File: src/hw/rtl/rbsp_pkg.sv
`timescale 1ns / 1ps

package rbsp_pkg;

  // Payload buffer size and derived widths
  localparam int unsigned BUF_BYTES = 256;
  localparam int unsigned ADDR_W    = $clog2(BUF_BYTES);
  localparam int unsigned CNT_W     = ADDR_W + 1;

  // Command queue between front and back
  localparam int unsigned QDEPTH  = 2;
  localparam int unsigned QPTR_W  = $clog2(QDEPTH);
  localparam int unsigned QCNT_W  = $clog2(QDEPTH + 1);

  localparam logic [7:0] EPB_BYTE   = 8'h03;
  localparam logic [2:0] TOP_BIT    = 3'd7;
  localparam logic [4:0] MAX_PREFIX = 5'd31;
  localparam logic [5:0] MAX_FIXED  = 6'd32;

  typedef enum logic [2:0] {
    OP_START  = 3'd0,
    OP_APPEND = 3'd1,
    OP_FIXED  = 3'd2,
    OP_UE     = 3'd3,
    OP_SE     = 3'd4
  } opcode_e;

  typedef enum logic [1:0] {
    ST_OK    = 2'd0,
    ST_EMPTY = 2'd1,
    ST_LONG  = 2'd2
  } status_e;

  typedef enum logic [2:0] {
    CMD_START,
    CMD_APPEND,
    CMD_FIXED,
    CMD_UE,
    CMD_SE
  } cmd_kind_e;

  typedef struct packed {
    logic [2:0] opcode;
    logic [7:0] data_byte;
    logic [5:0] bit_count;
  } in_item_t;

  typedef struct packed {
    logic        [31:0] unsigned_value;
    logic signed [31:0] signed_value;
    logic        [1:0]  status;
  } out_item_t;

  // Classified command handed from front to back
  typedef struct packed {
    cmd_kind_e  kind;
    logic [7:0] data_byte;
    logic [5:0] nbits;   // already clamped to 32
  } cmd_t;

endpackage

File: src/hw/rtl/rbsp_front.sv
`timescale 1ns / 1ps

module rbsp_front import rbsp_pkg::*; (
  input  logic     clk_i,
  input  logic     rst_ni,
  input  logic     in_valid_i,
  output logic     in_ready_o,
  input  in_item_t in_item_i,
  output logic     cmd_valid_o,
  input  logic     cmd_ready_i,
  output cmd_t     cmd_o
);

  logic cmd_valid_q;
  cmd_t cmd_q;
  cmd_t cmd_d;
  logic known;

  assign in_ready_o  = !cmd_valid_q || cmd_ready_i;
  assign cmd_valid_o = cmd_valid_q;
  assign cmd_o       = cmd_q;

  always_comb begin
    known           = 1'b1;
    cmd_d.data_byte = in_item_i.data_byte;
    cmd_d.nbits     = (in_item_i.bit_count > MAX_FIXED) ? MAX_FIXED : in_item_i.bit_count;
    cmd_d.kind      = CMD_START;
    unique case (in_item_i.opcode)
      OP_START:  cmd_d.kind = CMD_START;
      OP_APPEND: cmd_d.kind = CMD_APPEND;
      OP_FIXED:  cmd_d.kind = CMD_FIXED;
      OP_UE:     cmd_d.kind = CMD_UE;
      OP_SE:     cmd_d.kind = CMD_SE;
      default:   known = 1'b0;  // unknown opcodes are taken and dropped
    endcase
  end

  always_ff @(posedge clk_i or negedge rst_ni) begin
    if (!rst_ni) begin
      cmd_valid_q <= 1'b0;
      cmd_q       <= '0;
    end else begin
      if (in_valid_i && in_ready_o && known) begin
        cmd_valid_q <= 1'b1;
        cmd_q       <= cmd_d;
      end else if (cmd_valid_q && cmd_ready_i) begin
        cmd_valid_q <= 1'b0;
      end
    end
  end

endmodule

File: src/hw/rtl/rbsp_cmdq.sv
`timescale 1ns / 1ps

module rbsp_cmdq import rbsp_pkg::*; (
  input  logic clk_i,
  input  logic rst_ni,
  input  logic push_valid_i,
  output logic push_ready_o,
  input  cmd_t push_cmd_i,
  output logic pop_valid_o,
  input  logic pop_ready_i,
  output cmd_t pop_cmd_o
);

  cmd_t              entry_q [QDEPTH];
  logic [QPTR_W-1:0] wr_q;
  logic [QPTR_W-1:0] rd_q;
  logic [QCNT_W-1:0] cnt_q;
  logic              push;
  logic              pop;

  assign push_ready_o = cnt_q != QCNT_W'(QDEPTH);
  assign pop_valid_o  = cnt_q != '0;
  assign pop_cmd_o    = entry_q[rd_q];
  assign push         = push_valid_i && push_ready_o;
  assign pop          = pop_ready_i && pop_valid_o;

  always_ff @(posedge clk_i or negedge rst_ni) begin
    if (!rst_ni) begin
      wr_q  <= '0;
      rd_q  <= '0;
      cnt_q <= '0;
    end else begin
      if (push) begin
        wr_q <= QPTR_W'(wr_q + 1'b1);
      end
      if (pop) begin
        rd_q <= QPTR_W'(rd_q + 1'b1);
      end
      cnt_q <= cnt_q + QCNT_W'(push) - QCNT_W'(pop);
    end
  end

  always_ff @(posedge clk_i) begin
    if (push) begin
      entry_q[wr_q] <= push_cmd_i;
    end
  end

endmodule

File: src/hw/rtl/rbsp_back.sv
`timescale 1ns / 1ps

module rbsp_back import rbsp_pkg::*; (
  input  logic      clk_i,
  input  logic      rst_ni,
  input  logic      cmd_valid_i,
  output logic      cmd_ready_o,
  input  cmd_t      cmd_i,
  output logic      out_valid_o,
  input  logic      out_ready_i,
  output out_item_t out_item_o
);

  typedef enum logic {S_IDLE, S_RUN} state_e;
  typedef enum logic {PH_PREFIX, PH_SUFFIX} phase_e;

  // Payload buffer
  logic [7:0] mem [BUF_BYTES];
  logic [7:0] rd_q;
  logic       data_ok_q;
  logic       we;

  state_e     state_q, state_d;
  phase_e     phase_q, phase_d;
  cmd_kind_e  kind_q, kind_d;
  logic [5:0] rem_q, rem_d;
  logic [4:0] zeros_q, zeros_d;
  logic [31:0] acc_q, acc_d;
  logic [CNT_W-1:0] lc_q, lc_d;
  logic [CNT_W-1:0] ri_q, ri_d;
  logic [2:0] bp_q, bp_d;
  logic [1:0] zr_q, zr_d;
  logic       out_valid_q, out_valid_d;
  out_item_t  out_q, out_d;

  logic       finish;
  status_e    fin_status;
  logic       have_byte;
  logic       epb_check;
  logic [1:0] zr_eff;
  logic       bit_v;
  logic [31:0] mag;

  assign have_byte = ri_q < lc_q;
  assign epb_check = (bp_q == TOP_BIT) && (zr_q == 2'd2) && have_byte;
  // a non-zero byte after two zeros breaks the run before any bit is taken
  assign zr_eff    = (epb_check && rd_q != 8'h00) ? 2'd0 : zr_q;
  assign bit_v     = rd_q[bp_q];
  // acc holds 2^z | suffix = code + 1 on a good Exp-Golomb read
  assign mag       = {1'b0, acc_q[31:1]};

  assign out_valid_o = out_valid_q;
  assign out_item_o  = out_q;

  always_comb begin
    state_d     = state_q;
    phase_d     = phase_q;
    kind_d      = kind_q;
    rem_d       = rem_q;
    zeros_d     = zeros_q;
    acc_d       = acc_q;
    lc_d        = lc_q;
    ri_d        = ri_q;
    bp_d        = bp_q;
    zr_d        = zr_q;
    out_valid_d = out_valid_q;
    out_d       = out_q;
    we          = 1'b0;
    cmd_ready_o = 1'b0;
    finish      = 1'b0;
    fin_status  = ST_OK;

    if (out_valid_q && out_ready_i) begin
      out_valid_d = 1'b0;
    end

    unique case (state_q)
      S_IDLE: begin
        if (cmd_valid_i) begin
          unique case (cmd_i.kind)
            CMD_START: begin
              cmd_ready_o = 1'b1;
              lc_d        = '0;
              ri_d        = '0;
              bp_d        = TOP_BIT;
              zr_d        = 2'd0;
            end
            CMD_APPEND: begin
              cmd_ready_o = 1'b1;
              if (lc_q < CNT_W'(BUF_BYTES)) begin
                we   = 1'b1;
                lc_d = lc_q + CNT_W'(1);
              end
            end
            CMD_FIXED, CMD_UE, CMD_SE: begin
              // a read starts only with the result slot free
              if (!out_valid_q) begin
                cmd_ready_o = 1'b1;
                state_d     = S_RUN;
                kind_d      = cmd_i.kind;
                zeros_d     = 5'd0;
                acc_d       = 32'd0;
                if (cmd_i.kind == CMD_FIXED) begin
                  phase_d = PH_SUFFIX;
                  rem_d   = cmd_i.nbits;
                end else begin
                  phase_d = PH_PREFIX;
                  rem_d   = 6'd0;
                end
              end
            end
            default: cmd_ready_o = 1'b1;
          endcase
        end
      end
      S_RUN: begin
        if (phase_q == PH_SUFFIX && rem_q == 6'd0) begin
          finish = 1'b1;
        end else if (data_ok_q) begin
          if (epb_check && rd_q == EPB_BYTE) begin
            // emulation prevention byte: step over it
            ri_d = ri_q + CNT_W'(1);
            zr_d = 2'd0;
          end else if (!have_byte) begin
            finish     = 1'b1;
            fin_status = ST_EMPTY;
          end else begin
            if (bp_q == 3'd0) begin
              bp_d = TOP_BIT;
              ri_d = ri_q + CNT_W'(1);
              if (rd_q == 8'h00) begin
                zr_d = (zr_eff == 2'd2) ? 2'd2 : zr_eff + 2'd1;
              end else begin
                zr_d = 2'd0;
              end
            end else begin
              bp_d = bp_q - 3'd1;
              zr_d = zr_eff;
            end
            if (phase_q == PH_PREFIX) begin
              if (bit_v) begin
                phase_d = PH_SUFFIX;
                rem_d   = {1'b0, zeros_q};
                acc_d   = 32'd1;
              end else if (zeros_q == MAX_PREFIX) begin
                finish     = 1'b1;
                fin_status = ST_LONG;
              end else begin
                zeros_d = zeros_q + 5'd1;
              end
            end else begin
              acc_d = {acc_q[30:0], bit_v};
              rem_d = rem_q - 6'd1;
            end
          end
        end
      end
      default: state_d = S_IDLE;
    endcase

    if (finish) begin
      state_d              = S_IDLE;
      out_valid_d          = 1'b1;
      out_d.unsigned_value = 32'd0;
      out_d.signed_value   = 32'sd0;
      out_d.status         = fin_status;
      if (fin_status == ST_OK) begin
        unique case (kind_q)
          CMD_FIXED: out_d.unsigned_value = acc_q;
          CMD_UE:    out_d.unsigned_value = acc_q - 32'd1;
          CMD_SE:    out_d.signed_value   = acc_q[0] ? -$signed(mag) : $signed(mag);
          default:   out_d.unsigned_value = 32'd0;
        endcase
      end
    end
  end

  always_ff @(posedge clk_i or negedge rst_ni) begin
    if (!rst_ni) begin
      state_q     <= S_IDLE;
      phase_q     <= PH_PREFIX;
      kind_q      <= CMD_FIXED;
      rem_q       <= '0;
      zeros_q     <= '0;
      acc_q       <= '0;
      lc_q        <= '0;
      ri_q        <= '0;
      bp_q        <= TOP_BIT;
      zr_q        <= 2'd0;
      data_ok_q   <= 1'b0;
      out_valid_q <= 1'b0;
      out_q       <= '0;
    end else begin
      state_q     <= state_d;
      phase_q     <= phase_d;
      kind_q      <= kind_d;
      rem_q       <= rem_d;
      zeros_q     <= zeros_d;
      acc_q       <= acc_d;
      lc_q        <= lc_d;
      ri_q        <= ri_d;
      bp_q        <= bp_d;
      zr_q        <= zr_d;
      data_ok_q   <= !we;  // read data is stale after a write cycle
      out_valid_q <= out_valid_d;
      out_q       <= out_d;
    end
  end

  // read addressed by the next index so rd_q tracks ri_q
  always_ff @(posedge clk_i) begin
    if (we) begin
      mem[lc_q[ADDR_W-1:0]] <= cmd_i.data_byte;
    end
    rd_q <= mem[ri_d[ADDR_W-1:0]];
  end

endmodule

File: src/hw/rtl/rbsp_exp_golomb_bit_reader.sv
`timescale 1ns / 1ps
// Channel | Dir | Handshake            | Beat
// --------+-----+----------------------+-----------------------------------------
// in      | in  | in_valid_i/in_ready_o | in_item_t: opcode, data_byte, bit_count
// out     | out | out_valid_o/out_ready_i | out_item_t: unsigned_value,
//         |     |                      |   signed_value, status
//
// A read steps through its bits at one bit per cycle in the single-bit stepper, apart
// from each skipped 0x03 byte, which is stepped over without taking a bit.
// Reset is asynchronous, active low; the buffer contents are not cleared, only the
// counters, so no sweep is needed after reset.
// A stalled result beat blocks a read at the head of the back end; starts and appends
// ahead of it go through, and up to three commands, that read included, wait behind.

module rbsp_exp_golomb_bit_reader import rbsp_pkg::*; (
  input  logic      clk_i,
  input  logic      rst_ni,
  input  logic      in_valid_i,
  output logic      in_ready_o,
  input  in_item_t  in_item_i,
  output logic      out_valid_o,
  input  logic      out_ready_i,
  output out_item_t out_item_o
);

  // front -> queue
  logic f_valid;
  logic f_ready;
  cmd_t f_cmd;
  // queue -> back
  logic b_valid;
  logic b_ready;
  cmd_t b_cmd;

  // Front: takes input beats, drops unknown opcodes, clamps fixed widths
  rbsp_front u_front (
    .clk_i       (clk_i),
    .rst_ni      (rst_ni),
    .in_valid_i  (in_valid_i),
    .in_ready_o  (in_ready_o),
    .in_item_i   (in_item_i),
    .cmd_valid_o (f_valid),
    .cmd_ready_i (f_ready),
    .cmd_o       (f_cmd)
  );

  // Short queue so the front keeps accepting while the back steps through bits
  rbsp_cmdq u_cmdq (
    .clk_i        (clk_i),
    .rst_ni       (rst_ni),
    .push_valid_i (f_valid),
    .push_ready_o (f_ready),
    .push_cmd_i   (f_cmd),
    .pop_valid_o  (b_valid),
    .pop_ready_i  (b_ready),
    .pop_cmd_o    (b_cmd)
  );

  // Back: payload buffer, emulation-prevention stepper, Exp-Golomb decode, result reg
  rbsp_back u_back (
    .clk_i       (clk_i),
    .rst_ni      (rst_ni),
    .cmd_valid_i (b_valid),
    .cmd_ready_o (b_ready),
    .cmd_i       (b_cmd),
    .out_valid_o (out_valid_o),
    .out_ready_i (out_ready_i),
    .out_item_o  (out_item_o)
  );

endmodule

File: config.mk
export PLATFORM = sky130hd
export DESIGN_NAME = rbsp_exp_golomb_bit_reader
export DESIGN_NICKNAME = d
export VERILOG_FILES = /design/src/hw/rtl/rbsp_pkg.sv /design/src/hw/rtl/rbsp_front.sv /design/src/hw/rtl/rbsp_cmdq.sv /design/src/hw/rtl/rbsp_back.sv /design/src/hw/rtl/rbsp_exp_golomb_bit_reader.sv
export SDC_FILE = /design/constraint.sdc
export NUM_CORES = 2
export LEC_CHECK = 0
export BUFFER_PORTS_ARGS = -buffer_cell sky130_fd_sc_hd__buf_2
export CAP_MARGIN = 0
export CORE_MARGIN = 2
export CORE_UTILIZATION = 40
export DETAILED_ROUTE_END_ITERATION = 10
export MAX_ROUTING_LAYER = met4
export PLACE_DENSITY_LB_ADDON = 0.3
export SLEW_MARGIN = 10
export SYNTH_ARGS = -nofsm -noshare
export SYNTH_HDL_FRONTEND = slang
export SYNTH_SLANG_ARGS = --single-unit
File: constraint.sdc
create_clock -name clk_i -period 3.85 [get_ports clk_i]
set_input_delay 0.1925 -clock clk_i [delete_from_list [all_inputs] [get_ports clk_i]]
set_output_delay 0.1925 -clock clk_i [all_outputs]
set_load 0.01 [all_outputs]
==> results.json <==
{
  "grt-ovfl-total": 0,
  "finalCritPeriodShare_pct": 109,
  "drtIter0Drc": 9546,
  "via_count": 64846,
  "ir_worst_vdd_mv": 0.609,
  "synth_seq_cells": 2251,
  "critPathKind": "flip-flop to flip-flop",
  "htreeDepth": 4,
  "cts_buffers": 227,
  "setup_ws_ns": -0.357,
  "clkPwrFrac_pct": 37.1,
  "path_buf_inv": 7,
  "swShare_pct": 26.4,
  "seq_area_frac_synth_pct": 73.0,
  "hold_ws_ns": 0.0254,
  "maxSlewHeadroom_pct": 21.3,
  "grt_pass1_vias": 61243,
  "slowest_delay_ns": 0.55,
  "place_area_um2": 104000,
  "antenna_left": 0,
  "final.min_clock_period_ns": 4.21,
  "rr_worst_depth": 19,
  "hold_path.class": "input port to asynchronous set/reset pin",
  "grt_usage_pct": 28.2,
  "utilization_pct": 50.1,
  "crit_arrival_ns": 5.03,
  "violations": "negative setup slack",
  "synth_top_cell_by_area": "edfxtp_1",
  "path_clk_slew_ns": 0.07,
  "synth_top_area_share_pct": 68.5,
  "gp_congestion": 1.02,
  "cp_max_fo": 20,
  "power_frac_comb_pct": 12.3,
  "endpoint_kind": "flip-flop",
  "place_ws_ns": -0.807,
  "syn_nets": 6798,
  "tritoncts": "built",
  "netlist_area_um2": 91300,
  "worst_pin_slew_ns": 1.18,
  "status": "finished, violations left",
  "firstDrtPassIters": 8,
  "die_area_um2": 232000,
  "rows": 175,
  "crit_path_cell_trace": "inv_2 -> ha_4 -> a211oi_2 -> o211a_1 -> o221ai_2 -> buf_6 -> o31a_4 -> nor2_8 -> buf_12 -> buf_8 -> buf_16 -> buf_12 -> nand2_1 -> a21oi_1 -> nor4_1 -> buf_4 -> o22ai_1 -> o22ai_1 -> a32oi_1",
  "clock.fmax_mhz": 238,
  "synth_top_cells_by_area": "edfxtp_1 (68%), nand2_1 (5.6%), dfrtp_1 (4.3%)",
  "drv_cap": 0,
  "power_switching_w": 0.0159,
  "worst-path-stages": 19,
  "drt_wl_total_mm": 324,
  "syn_to_final_growth_pct": 24.6,
  "nets": 7803,
  "clock_latency_ns": 0.91,
  "synthFlopType": "edfxtp_1",
  "num_io_pins": 89,
  "p_leak_nw": 40.6,
  "fill_cells": 19163,
  "grt_pass1_wl_mm": 456,
  "worst_clock_skew_ns": 0.0736,
  "viasPerCell": 5.91,
  "async_flop_share_pct": 7.15,
  "wl_per_cell_um": 29.6,
  "final_common_cell": "edfxtp_1",
  "path_delay_family": "compound AO/OA/AOI/OAI gates",
  "internal_power_w": 0.0442,
  "drive_gt1_share_pct": 23.3,
  "setup.worst_path.start_class": "flip-flop",
  "antenna_found_initial": 6,
  "hold_viol": 0,
  "syn_inst": 6753,
  "io_buffers": 88,
  "clockRootBuffer": "clkbuf_16",
  "ctsLongestPathBuffers": 3,
  "synth_edf_count": 2082,
  "start_util_pct": 40.2,
  "tns_ns": -2.26,
  "slowest_stage": "o22ai_1",
  "drc": 0,
  "core_um2": 227000,
  "hpwl_mm": 210,
  "setup_viol_count_final": 8,
  "yosysWarnings": 0,
  "grt_max_degree": 130,
  "drv_slew": 0,
  "required_ns": 4.67,
  "die_x_um": 482,
  "sequentialPowerShare_pct": 50.6,
  "layout_common_cells": "edfxtp_1 (2082), nand2_1 (1365), buf_4 (929), nor2_1 (319), nand3_1 (309)",
  "cts_sinks": 2251,
  "die_height_um": 482,
  "netlist-cell-type-count": 87,
  "rr_startpoint": "u_back.lc_q[2]",
  "rsz0062_at_grt": "true",
  "crit_start": "u_back.lc_q[2]",
  "fin_area_um2": 114000,
  "avgSynthCellArea_um2": 13.5,
  "power_density_nw_per_um2": 528
}
==> cells in the mapped netlist (all sizes together), types with 10 or more instances <==
cell type / count
inv: 38
xnor2: 39
o221ai: 14
nor2: 366
ha: 24
and3: 142
or4: 11
nand2b: 13
clkbuf: 196
nor3: 50
mux2: 31
dfrtp: 157
nand4: 52
or3: 13
edfxtp: 2082
a31oi: 135
nand3: 318
a21oi: 246
a311oi: 45
a211oi: 141
o31ai: 19
xor2: 36
a22oi: 46
nor4: 61
mux2i: 288
o2111ai: 13
nand2: 1375
a32oi: 93
buf: 277
a221oi: 16
o21ai: 189
o211ai: 29
and2: 10
o22ai: 63
==> sequential cells by signal (all words and copies together), names as in the netlist <==
signal               count
u_back.zr_q              2
u_back.kind_q            3
u_cmdq.wr_q              1
u_back.acc_q            32
u_back.rem_q             6
u_back.rd_q              8
u_back.out_valid_o       1
u_back.out_item_o       66
u_back.data_ok_q         1
u_back.bp_q              3
u_cmdq.entry_q          34
u_front.cmd_valid_o      1
u_back.lc_q              9
u_back.ri_q              9
u_cmdq.rd_q              1
u_back.state_q           1
u_front.cmd_o           17
u_back.phase_q           1
u_cmdq.cnt_q             2
u_back.mem            2048
u_back.zeros_q           5
==> final cells by class <==
type,count,area (um^2),share of cell area [%]
diodes,7,17.5,0.0154
well taps,3009,3760,3.31
flip-flops and latches,2251,66700,58.6
inverters,41,201,0.177
clock inverters,147,1570,1.38
repair inverters,1,8.76,0.00770
clock buffers,274,5910,5.19
multi-input cells,3988,23900,21.0
repair buffers,1248,11700,10.2
==> cells by family after synthesis <==
group	Yosys count	synth area share (%)
buf+inv	514	2.55
mux	321	3.59
flops	2251	73.0
xor+xnor	75	0.719
fa+ha+maj	24	0.329
simple gates	2430	11.5
compound gates	1138	8.30
==> stage by stage <==
stage	std cells	total power (W)
after global placement	10456	0.0379
after detailed placement	10456	0.0381
final	10966	0.0600
after global routing	10962	0.0616
after CTS	10952	0.0601
after floorplan	6753	0.0344
==> timing repair <==
| item | in CTS | in global routing |
|---|---|---|
| resized for setup | 261 | 90 |
| pin swaps | 69 | 31 |
| hold buffers | 30 | 0 |
| setup buffers | 36 | 6 |
| hold endpoints to repair | 119 | 0 |
| setup endpoints to repair | 59 | 165 |
| gates cloned | 11 | 2 |
==> per-layer routing <==
metal / part of all wire, % / up-vias / track usage, %
li1: - / 27473 / -
met1: 39 / 32517 / 37.9
met2: 44 / 4018 / 41.0
met3: 11 / 838 / 5.70
met4: 5.7 / 0 / 13.5
met5: 0 / - / -
==> final timing paths <==
path,end,slack (ns)
setup reg to reg,u_back.rd_q[4],-0.36
min in group clk_i,u_front.cmd_o[8],0.07
hold / removal,u_back.out_item_o[46],0.03
setup / recovery,u_back.rd_q[4],-0.36
hold reg to reg,u_cmdq.entry_q[0][12],0.46
max in group asynchronous,u_back.kind_q[1],2.93
==> power by group through the flow <==
stage / logic [W] / registers [W] / clock network [W]
detailed placement: 0.00724 / 0.0309 / 0
finish: 0.00741 / 0.0304 / 0.0222
global placement: 0.00707 / 0.0308 / 0
floorplan: 0.00328 / 0.0311 / 0
CTS: 0.00732 / 0.0303 / 0.0224
global route: 0.00785 / 0.0304 / 0.0233
==> worst reg2reg max path, delay by kind of cell (launching register included) <==
kind | cells | cell delay (ns)
AOI/OAI and AO/OA | 8 | 1.99
DFF | 1 | 0.41
and+or+nand+nor | 3 | 0.33
buffers and inverters | 7 | 1.18
adders and majority gates | 1 | 0.20
(Power assumes the default switching activity.)
